<file path="src/design/sbta_pkg.sv">
// Shared types, constants and bf16 arithmetic functions for the bf16 SiLU pipeline.
`timescale 1ns / 1ps
`default_nettype none

package sbta_pkg;

    // Number of series terms; the pipeline depth follows from it.
    localparam int TAYLOR_TERMS = 16;
    localparam int TAY_STAGES   = 3 * (TAYLOR_TERMS - 1);
    localparam int PH_POW       = 0;
    localparam int PH_TERM      = 1;

    // Reciprocal: one quotient bit per stage.
    localparam int DIV_BITS  = 12;
    localparam int REM_W     = DIV_BITS + 7;
    localparam int PIPE_DEPTH = TAY_STAGES + DIV_BITS + 5;

    localparam logic [15:0] BF_ONE   = 16'h3F80;
    localparam logic [15:0] BF_QNAN  = 16'h7FC0;
    localparam logic [15:0] BF_SLOPE = 16'h3B86;  // 0.0041
    localparam logic [15:0] BF_OFF   = 16'h3F79;  // 0.9727
    localparam logic [14:0] MAG_FOUR  = 15'h4080;
    localparam logic [14:0] MAG_SEVEN = 15'h40E0;

    typedef enum logic [1:0] {
        DEN_FIN,
        DEN_ZERO,
        DEN_INF,
        DEN_NAN
    } den_cls_t;

    typedef struct packed {
        logic [15:0] x;
        logic [15:0] lin;
        logic        gt4;
        logic        gt7;
        logic        ltm7;
    } side_t;

    typedef struct packed {
        side_t       sd;
        logic [15:0] pow;
        logic [15:0] term;
        logic [15:0] sum;
    } tay_t;

    typedef struct packed {
        side_t              sd;
        den_cls_t           cls;
        logic               dsign;
        logic signed [11:0] ed;
    } uinfo_t;

    function automatic logic is_nan(input logic [15:0] a);
        return (a[14:7] == 8'hFF) && (a[6:0] != 7'd0);
    endfunction

    function automatic logic is_inf(input logic [15:0] a);
        return (a[14:7] == 8'hFF) && (a[6:0] == 7'd0);
    endfunction

    // 1/k! in bf16; the sign is set for odd k so the series alternates.
    function automatic logic [15:0] term_coef(input int k);
        logic [15:0] c;
        case (k)
            2:       c = 16'h3F00;
            3:       c = 16'hBE2B;
            4:       c = 16'h3D2B;
            5:       c = 16'hBC09;
            6:       c = 16'h3AB6;
            7:       c = 16'hB950;
            8:       c = 16'h37D0;
            9:       c = 16'hB639;
            10:      c = 16'h3494;
            11:      c = 16'hB2D7;
            12:      c = 16'h310F;
            13:      c = 16'hAF31;
            14:      c = 16'h2D4A;
            15:      c = 16'hAB57;
            16:      c = 16'h2957;
            default: c = 16'h0000;
        endcase
        return c;
    endfunction

    function automatic logic [2:0] lz8(input logic [7:0] v);
        logic [2:0] n;
        logic       found;
        n = 3'd0;
        found = 1'b0;
        for (int i = 7; i >= 0; i--)
        begin
            if (!found && v[i])
            begin
                n = 3'(7 - i);
                found = 1'b1;
            end
        end
        return n;
    endfunction

    // value = sig * 2^(e-31), plus sticky below; round nearest-even to bf16
    // with subnormals, overflow to infinity.
    function automatic logic [15:0] round_pack(input logic sgn, input logic signed [11:0] e,
                                               input logic [31:0] sig, input logic sticky);
        logic [5:0]         lz;
        logic               found;
        logic [31:0]        n;
        logic signed [11:0] be;
        logic [11:0]        shr;
        logic [63:0]        ext;
        logic               st;
        logic               up;
        logic [8:0]         q9;
        logic [16:0]        fld;
        logic [15:0]        r;
        lz = 6'd0;
        found = 1'b0;
        for (int i = 31; i >= 0; i--)
        begin
            if (!found && sig[i])
            begin
                lz = 6'(31 - i);
                found = 1'b1;
            end
        end
        n = sig << lz;
        be = e - $signed({6'b0, lz}) + 12'sd127;
        if (be >= 12'sd1)
            shr = 12'd0;
        else
        begin
            shr = 12'sd1 - be;
            if (shr > 12'd40)
                shr = 12'd40;
        end
        ext = {n, 32'b0};
        st = sticky | (|(ext & ((64'd1 << shr) - 64'd1)));
        ext = ext >> shr;
        up = ext[55] & ((|ext[54:0]) | st | ext[56]);
        q9 = {1'b0, ext[63:56]} + {8'b0, up};
        fld = (be >= 12'sd1) ? {be[9:0] - 10'd1, 7'b0} : 17'd0;
        fld = fld + {8'b0, q9};
        if (sig == 32'd0)
            r = {sgn, 15'd0};
        else if (fld >= 17'h07F80)
            r = {sgn, 15'h7F80};
        else
            r = {sgn, fld[14:0]};
        return r;
    endfunction

    function automatic logic [15:0] bf_mul(input logic [15:0] a, input logic [15:0] b);
        logic        s;
        logic [7:0]  fa;
        logic [7:0]  fb;
        logic [7:0]  xa;
        logic [7:0]  xb;
        logic [15:0] p;
        logic [15:0] r;
        s = a[15] ^ b[15];
        fa = {a[14:7] != 8'd0, a[6:0]};
        fb = {b[14:7] != 8'd0, b[6:0]};
        xa = (a[14:7] == 8'd0) ? 8'd1 : a[14:7];
        xb = (b[14:7] == 8'd0) ? 8'd1 : b[14:7];
        p = fa * fb;
        if (is_nan(a) || is_nan(b) || (is_inf(a) && b[14:0] == 15'd0)
            || (is_inf(b) && a[14:0] == 15'd0))
            r = BF_QNAN;
        else if (is_inf(a) || is_inf(b))
            r = {s, 15'h7F80};
        else if (a[14:0] == 15'd0 || b[14:0] == 15'd0)
            r = {s, 15'd0};
        else
            r = round_pack(s, $signed({4'b0, xa}) + $signed({4'b0, xb}) - 12'sd253,
                           {p, 16'b0}, 1'b0);
        return r;
    endfunction

    function automatic logic [15:0] bf_add(input logic [15:0] a, input logic [15:0] b);
        logic [15:0] big;
        logic [15:0] sml;
        logic [7:0]  fg;
        logic [7:0]  fs;
        logic [7:0]  xg;
        logic [7:0]  xs;
        logic [7:0]  d;
        logic [17:0] bfull;
        logic [17:0] bs;
        logic        st;
        logic [18:0] s;
        logic [15:0] r;
        if (a[14:0] >= b[14:0])
        begin
            big = a;
            sml = b;
        end
        else
        begin
            big = b;
            sml = a;
        end
        fg = {big[14:7] != 8'd0, big[6:0]};
        fs = {sml[14:7] != 8'd0, sml[6:0]};
        xg = (big[14:7] == 8'd0) ? 8'd1 : big[14:7];
        xs = (sml[14:7] == 8'd0) ? 8'd1 : sml[14:7];
        d = xg - xs;
        bfull = {fs, 10'b0};
        if (d >= 8'd18)
        begin
            bs = 18'd0;
            st = |fs;
        end
        else
        begin
            bs = bfull >> d;
            st = |(bfull & ((18'd1 << d) - 18'd1));
        end
        // sticky jammed into the lsb; ten guard bits keep rounding exact
        if (big[15] == sml[15])
            s = {1'b0, fg, 10'b0} + {1'b0, bs | {17'b0, st}};
        else
            s = {1'b0, fg, 10'b0} - {1'b0, bs | {17'b0, st}};
        if (is_nan(a) || is_nan(b) || (is_inf(a) && is_inf(b) && a[15] != b[15]))
            r = BF_QNAN;
        else if (is_inf(a))
            r = a;
        else if (is_inf(b))
            r = b;
        else if (big[14:0] == 15'd0)
            r = {a[15] & b[15], 15'd0};
        else if (s == 19'd0)
            r = 16'h0000;
        else
            r = round_pack(big[15], $signed({4'b0, xg}) - 12'sd126, {s, 13'b0}, 1'b0);
        return r;
    endfunction

endpackage

`default_nettype wire

</file>
<file path="src/design/sbta_recip.sv">
// Pipelined restoring reciprocal of a normalized 8-bit mantissa, one quotient bit per stage.
`timescale 1ns / 1ps
`default_nettype none

module sbta_recip
(
    input  wire logic                          clk,
    input  wire logic                          rst_n,
    input  wire logic                          in_valid,
    input  wire logic [7:0]                    m,
    output logic                               out_valid,
    output logic [sbta_pkg::DIV_BITS-1:0]      q,
    output logic                               rem_nz
);

    localparam int N  = sbta_pkg::DIV_BITS;
    localparam int RW = sbta_pkg::REM_W;

    logic [RW-1:0] rem_reg [1:N];
    logic [N-1:0]  q_reg   [1:N];
    logic [7:0]    m_reg   [1:N];
    logic          v_reg   [1:N];

    for (genvar i = 0; i < N; i++)
    begin : g_stage
        logic [RW-1:0] rem_in;
        logic [RW-1:0] rem_next;
        logic [RW-1:0] dv;
        logic [N-1:0]  q_in;
        logic [N-1:0]  q_next;
        logic [7:0]    m_in;
        logic          v_in;

        if (i == 0)
        begin : g_first
            // dividend 2^(N+6): quotient lands in [2^(N-2), 2^(N-1)]
            assign rem_in = RW'(1) << (N + 6);
            assign q_in   = '0;
            assign m_in   = m;
            assign v_in   = in_valid;
        end
        else
        begin : g_rest
            assign rem_in = rem_reg[i];
            assign q_in   = q_reg[i];
            assign m_in   = m_reg[i];
            assign v_in   = v_reg[i];
        end

        assign dv = RW'(m_in) << (N - 1 - i);

        always_comb
        begin
            rem_next = rem_in;
            q_next   = q_in;
            if (rem_in >= dv)
            begin
                rem_next = rem_in - dv;
                q_next   = q_in | (N'(1) << (N - 1 - i));
            end
        end

        always_ff @(posedge clk or negedge rst_n)
        begin
            if (!rst_n)
                v_reg[i+1] <= 1'b0;
            else
                v_reg[i+1] <= v_in;
        end

        always_ff @(posedge clk)
        begin
            rem_reg[i+1] <= rem_next;
            q_reg[i+1]   <= q_next;
            m_reg[i+1]   <= m_in;
        end
    end

    assign out_valid = v_reg[N];
    assign q         = q_reg[N];
    assign rem_nz    = (rem_reg[N] != '0);

    a_in_norm: assert property (@(posedge clk) disable iff (!rst_n) in_valid |-> m[7])
        else $error("reciprocal input not normalized");
    a_q_range: assert property (@(posedge clk) disable iff (!rst_n)
        out_valid |-> (q[N-1] || q[N-2]))
        else $error("reciprocal quotient out of range");
    a_q_pow2: assert property (@(posedge clk) disable iff (!rst_n)
        (out_valid && q[N-1]) |-> (q[N-2:0] == '0 && !rem_nz))
        else $error("reciprocal top quotient must be exact power of two");

endmodule

`default_nettype wire

</file>
<file path="config.mk">
export PLATFORM = sky130hd
export DESIGN_NAME = sbta_recip
export DESIGN_NICKNAME = d
export VERILOG_FILES = /design/src/design/sbta_pkg.sv /design/src/design/sbta_recip.sv
export SDC_FILE = /design/constraint.sdc
export NUM_CORES = 1
export LEC_CHECK = 0
export ABC_AREA = 0
export BUFFER_PORTS_ARGS = -buffer_cell sky130_fd_sc_hd__buf_4
export CORE_MARGIN = 5
export CORE_UTILIZATION = 33
export DETAILED_ROUTE_END_ITERATION = 12
export PLACE_DENSITY = 0.53
export SETUP_SLACK_MARGIN = 0.5
export SLEW_MARGIN = 20
export SYNTH_ARGS = -nofsm -noshare
export SYNTH_HDL_FRONTEND = slang
export SYNTH_SLANG_ARGS = --single-unit
export TNS_END_PERCENT = 100
</file>
<file path="constraint.sdc">
create_clock -name clk -period 3.26 [get_ports clk]
set_input_delay 0.489 -clock clk [delete_from_list [all_inputs] [get_ports clk]]
set_output_delay 0.489 -clock clk [all_outputs]
set_load 0.02 [all_outputs]
</file>
Word-level counts from Yosys, hierarchy flattened
Memories as Yosys holds them, arrays and structs flattened.
Cells that the tools add are included.
{"block": "word_totals", "regBits": 12, "ram_bits": 468, "input_bits": 11, "n_memories": 3}
{"block": "classes", "add_sub_neg": 12, "order_cmp": 12, "n_mux": 24, "reduce_logical": 1}
{"memory": "rem_reg", "words": 12, "word_bits": 19, "rd": 12, "rd_clocked_by_memory_dff": 0, "write_ports": 12, "line": "sbta_recip.sv:19", "text": "logic [RW-1:0] rem_reg [1:N];"}
{"memory": "q_reg", "words": 12, "word_bits": 12, "rd": 12, "rd_clocked_by_memory_dff": 0, "write_ports": 12, "line": "sbta_recip.sv:20", "text": "logic [N-1:0] q_reg [1:N];"}
{"memory": "m_reg", "words": 12, "word_bits": 8, "rd": 11, "rd_clocked_by_memory_dff": 0, "write_ports": 12, "line": "sbta_recip.sv:21", "text": "logic [7:0] m_reg [1:N];"}
{"operator": "2-to-1 mux 19 bit", "count": 12}
{"operator": "greater-or-equal comparator 19 x 10 -> 1 bit", "count": 1}
{"operator": "greater-or-equal comparator 19 x 11 -> 1 bit", "count": 1}
{"operator": "greater-or-equal comparator 19 x 12 -> 1 bit", "count": 1}
{"operator": "greater-or-equal comparator 19 x 13 -> 1 bit", "count": 1}
{"operator": "greater-or-equal comparator 19 x 14 -> 1 bit", "count": 1}
{"operator": "greater-or-equal comparator 19 x 15 -> 1 bit", "count": 1}
{"operator": "greater-or-equal comparator 19 x 16 -> 1 bit", "count": 1}
{"operator": "greater-or-equal comparator 19 x 17 -> 1 bit", "count": 1}
{"operator": "greater-or-equal comparator 19 x 18 -> 1 bit", "count": 1}
{"operator": "greater-or-equal comparator 19 bit (first input constant)", "count": 1}
{"operator": "greater-or-equal comparator 19 x 8 -> 1 bit", "count": 1}
{"operator": "greater-or-equal comparator 19 x 9 -> 1 bit", "count": 1}
{"operator": "nonzero test 19 bit", "count": 1}
{"operator": "subtractor 19 x 10 -> 19 bit", "count": 1}
{"operator": "subtractor 19 x 11 -> 19 bit", "count": 1}
{"operator": "subtractor 19 x 12 -> 19 bit", "count": 1}
{"operator": "subtractor 19 x 13 -> 19 bit", "count": 1}
{"operator": "subtractor 19 x 14 -> 19 bit", "count": 1}
{"operator": "subtractor 19 x 15 -> 19 bit", "count": 1}
{"operator": "subtractor 19 x 16 -> 19 bit", "count": 1}
{"operator": "subtractor 19 x 17 -> 19 bit", "count": 1}
{"operator": "subtractor 19 x 18 -> 19 bit", "count": 1}
{"operator": "subtractor 19 bit (first input constant)", "count": 1}
{"operator": "14 further kinds", "count": 14}

Longest topological paths before layout
An unclocked memory read counts as a cell.
{"block": "logic_depth", "word_depth": 3, "ltp_mapped": 11, "mapped_depth_nobuf": 9}

Least setup slack after synthesis
Ideal clock, no wire load.
{"block": "synth_timing", "kind": "reg2reg", "start": "reg m_reg[0][64] (netlist name)", "end": "reg rem_reg[2][23] (netlist name)", "setup_time_ns": 0.121, "arrival_ns": 2.185, "required_time_ns": 3.139, "setup_slack_ns": 0.955, "path_stages_with_launch": 8, "synth_period_minus_slack_ns": 2.305, "cell_sequence": "dfxtp_1 inv_1 fa_1 a211oi_1 nor2_1 o211a_1 nor3_1 mux2_2"}

==> flow_metrics.tcl <==
set metrics [dict create \
    rows 73 \
    die_h_um 212 \
    routed_via_density 4.63 \
    powerDensity_nw_per_um2 941 \
    path_class "reg -> reg" \
    ys_top_cells_by_count "dfxtp_1 (328), inv_1 (122), ha_1 (89), nand2_1 (87), nor2_1 (86)" \
    dr.pass1.iters 5 \
    clkPwrFrac 0.277 \
    drive_gt1_frac 0.0976 \
    synth-seq-area-share 0.512 \
    grt_max_degree 20 \
    hold_viol_final 0 \
    numPortBuffers 24 \
    tns_ns 0 \
    fillers 3960 \
    setup_violations 0 \
    clock_latency_ns 0.55 \
    power_frac_comb 0.303 \
    r2r_start "m_reg[0][60]" \
    die_w_um 212 \
    synth_cell_types 69 \
    fin_util 0.388 \
    totalWireLength_um 24600 \
    crit_family "compound AO/OA/AOI/OAI gates" \
    r2r_cells 8 \
    cts_root_buffer "clkbuf_16" \
    antenna_found_initial 0 \
    fin_ws_ns 0.720 \
    synth_area_um2 13400 \
    total_power_w 0.0146 \
    yosys.area.top_type "dfxtp_1" \
    leakagePower_nw 6.71 \
    dr_total_vias 8935 \
    start_kind "register" \
    internal_power_w 0.00990 \
    cts_tree "yes" \
    largest_reg_flops 162 \
    hold_path_class "in -> reg" \
    synth_warnings 0 \
    synthDominantCellAreaShare 0.489 \
    hold_depth 1 \
    cap_viol_max_count 0 \
    area_growth_pct 15.6 \
    rsz0062_at_grt "no" \
    synth.most_common_cell "dfxtp_1" \
    track_usage 0.112 \
    synth_area_per_cell_um2 10.2 \
    multi_input_area_um2 6040 \
    fin_crit_sh 0.779 \
    worstMarginPinSlew_ns 0.993 \
    p_sw_w 0.00469 \
    status "completed" \
    core_area_um2 40000 \
    seq_power_share 0.420 \
    grt_pass1_vias 8955 \
    syn_inst 1317 \
    gp_congestion 0.786 \
    ys_ff_latch 340 \
    pin_count 25 \
    timing.hold.ws_ns 0.0493 \
    dieArea_um2 44800 \
    hpwl_um 19000 \
    clk_pin_slew_ns 0.06 \
    finClkSkew_ns 0.0207 \
    drc_errors 0 \
    overflow 0 \
    nets 1491 \
    r2r_slack_ns 0.72 \
    max_stage_delay_ns 0.45 \
    relSlewSlack 0.332 \
    antenna-diode-count 0 \
    place_ws_ns 0.556 \
    grt_pass1_wl_um 41800 \
    synth_nets 1428 \
    slew_violations 0 \
    critPathArrivalTime_ns 2.96 \
    cts.sinks 340 \
    async_flop_share 0.0353 \
    finalCriticalPeriod_ns 2.54 \
    synth_top_flop_cell "dfxtp_1" \
    synthTopCellsByArea "dfxtp_1 (49%), ha_1 (8.3%), xor2_1 (3.5%), inv_1 (3.4%), o21ai_0 (3.1%)" \
    initial_core_util 0.335 \
    max_clock_freq_mhz 394 \
    vdd_drop_max_v 0.000491 \
    cts_buffers 37 \
    cp_num_buf_inv 2 \
    detail-route-antenna-nets 0 \
    crit_chain "inv_1 -> ha_1 -> and4_1 -> a41oi_1 -> nand2_1 -> a211oi_2 -> buf_4 -> mux2_2" \
    seq_area_um2 6870 \
    crit_fanout 14 \
    clockBufferDepth 3 \
    worstReg2RegEnd "rem_reg[2][5]" \
    worstSetupEndpointType "register" \
    post_drt_wl_per_cell_um 12.7 \
    initialDrtViolationCount 291 \
    synth_edf_count 0 \
    cp_slowest_cell "a41oi_1" \
    worstPathRequired_ns 3.68 \
    switching_share 0.322 \
    htreeDepth 2 \
    min_from "in_valid" \
    min_to "g_stage[1].v_in" \
]
[layout make-up]
cell class,instances,share of cell area
sequential,340,0.443
timing repair buffer,36,0.0176
tap,525,0.0424
clock buffer,53,0.0715
inverter,122,0.0295
clock inverter,10,0.00654
multi-input combinational,843,0.390
[layer usage]
layer | routed length [um] | GRT usage
met5 | 0 | 0
met4 | 998 | 0.0526
met1 | 9830 | 0.117
met3 | 770 | 0.0224
met2 | 13000 | 0.213
[power by group through the flow]
stage | clock network [W] | registers, W | logic, W
after global placement | 0 | 0.00621 | 0.00439
after floorplan | 0 | 0.00600 | 0.00355
after detailed placement | 0 | 0.00622 | 0.00444
final | 0.00404 | 0.00612 | 0.00443
after global routing | 0.00438 | 0.00627 | 0.00503
after CTS | 0.00421 | 0.00614 | 0.00446
[logic make-up (layout without fill, tap and decap cells)]
kind of cell / Yosys count / count (layout) / synth area share
buf+inv: 134 / 221 / 0.0393
simple gates: 362 / 362 / 0.141
xor+xnor: 90 / 90 / 0.0588
fa+ha+maj: 100 / 100 / 0.0994
compound gates: 265 / 265 / 0.129
mux: 26 / 26 / 0.0216
flops: 340 / 340 / 0.512
[worst max-delay path by stage]
stage / startpoint / endpoint / slack (ns) / cells past startpoint
after floorplan: m_reg[0][64] / rem_reg[2][23] / 0.95 / 7
after global placement: m_reg[0][89] / rem_reg[3][1] / 0.63 / 8
after detailed placement: m_reg[0][89] / rem_reg[3][4] / 0.56 / 8
after CTS: m_reg[0][89] / rem_reg[3][4] / 0.54 / 8
after global routing: m_reg[0][9] / rem_reg[0][51] / 0.54 / 8
final: m_reg[0][60] / rem_reg[2][5] / 0.72 / 8
[cell usage in the layout (no fill, tap or decap), types with 9 or more instances in the layout]
cell	netlist	routed
a211oi_1	11	11
a21boi_0	9	9
a21o_1	20	20
a21oi_1	44	44
a31oi_1	15	15
buf_4	3	35
clkbuf_16	0	39
dfrtp_1	12	12
dfxtp_1	328	328
fa_1	11	11
ha_1	89	89
inv_1	122	122
mux2_2	20	20
nand2_1	87	87
nand2b_1	14	14
nand3_1	15	14
nand3b_1	9	9
nand4_1	10	10
nor2_1	86	86
nor2b_1	21	21
nor3_1	38	38
nor4_1	19	19
o21a_1	28	28
o21ai_0	82	82
o31ai_1	15	15
xnor2_1	36	36
xor2_1	54	54
[stage by stage]
step	cell area (um^2)	cells
floorplan	13400	1317
global placement	14300	1865
detailed placement	14300	1865
CTS	15500	1929
global route	15500	1929
finish	15500	1929
[worst reg2reg max path, delay by kind of cell (launching register included)]
| kind | cells | cell delay [ns] |
|---|---|---|
| AOI/OAI and AO/OA | 2 | 0.70 |
| adders and majority gates | 1 | 0.35 |
| buffers and inverters | 2 | 0.29 |
| DFF | 1 | 0.33 |
| muxes | 1 | 0.35 |
| and+or+nand+nor | 2 | 0.41 |
[timing repair]
item	in CTS	in global routing
buffers inserted	0	0
endpoints found under the setup margin	0	9
hold endpoints to repair	12	0
gates resized for setup	0	2
hold buffers	1	0
No activity file was read; power rests on OpenSTA's default activity.
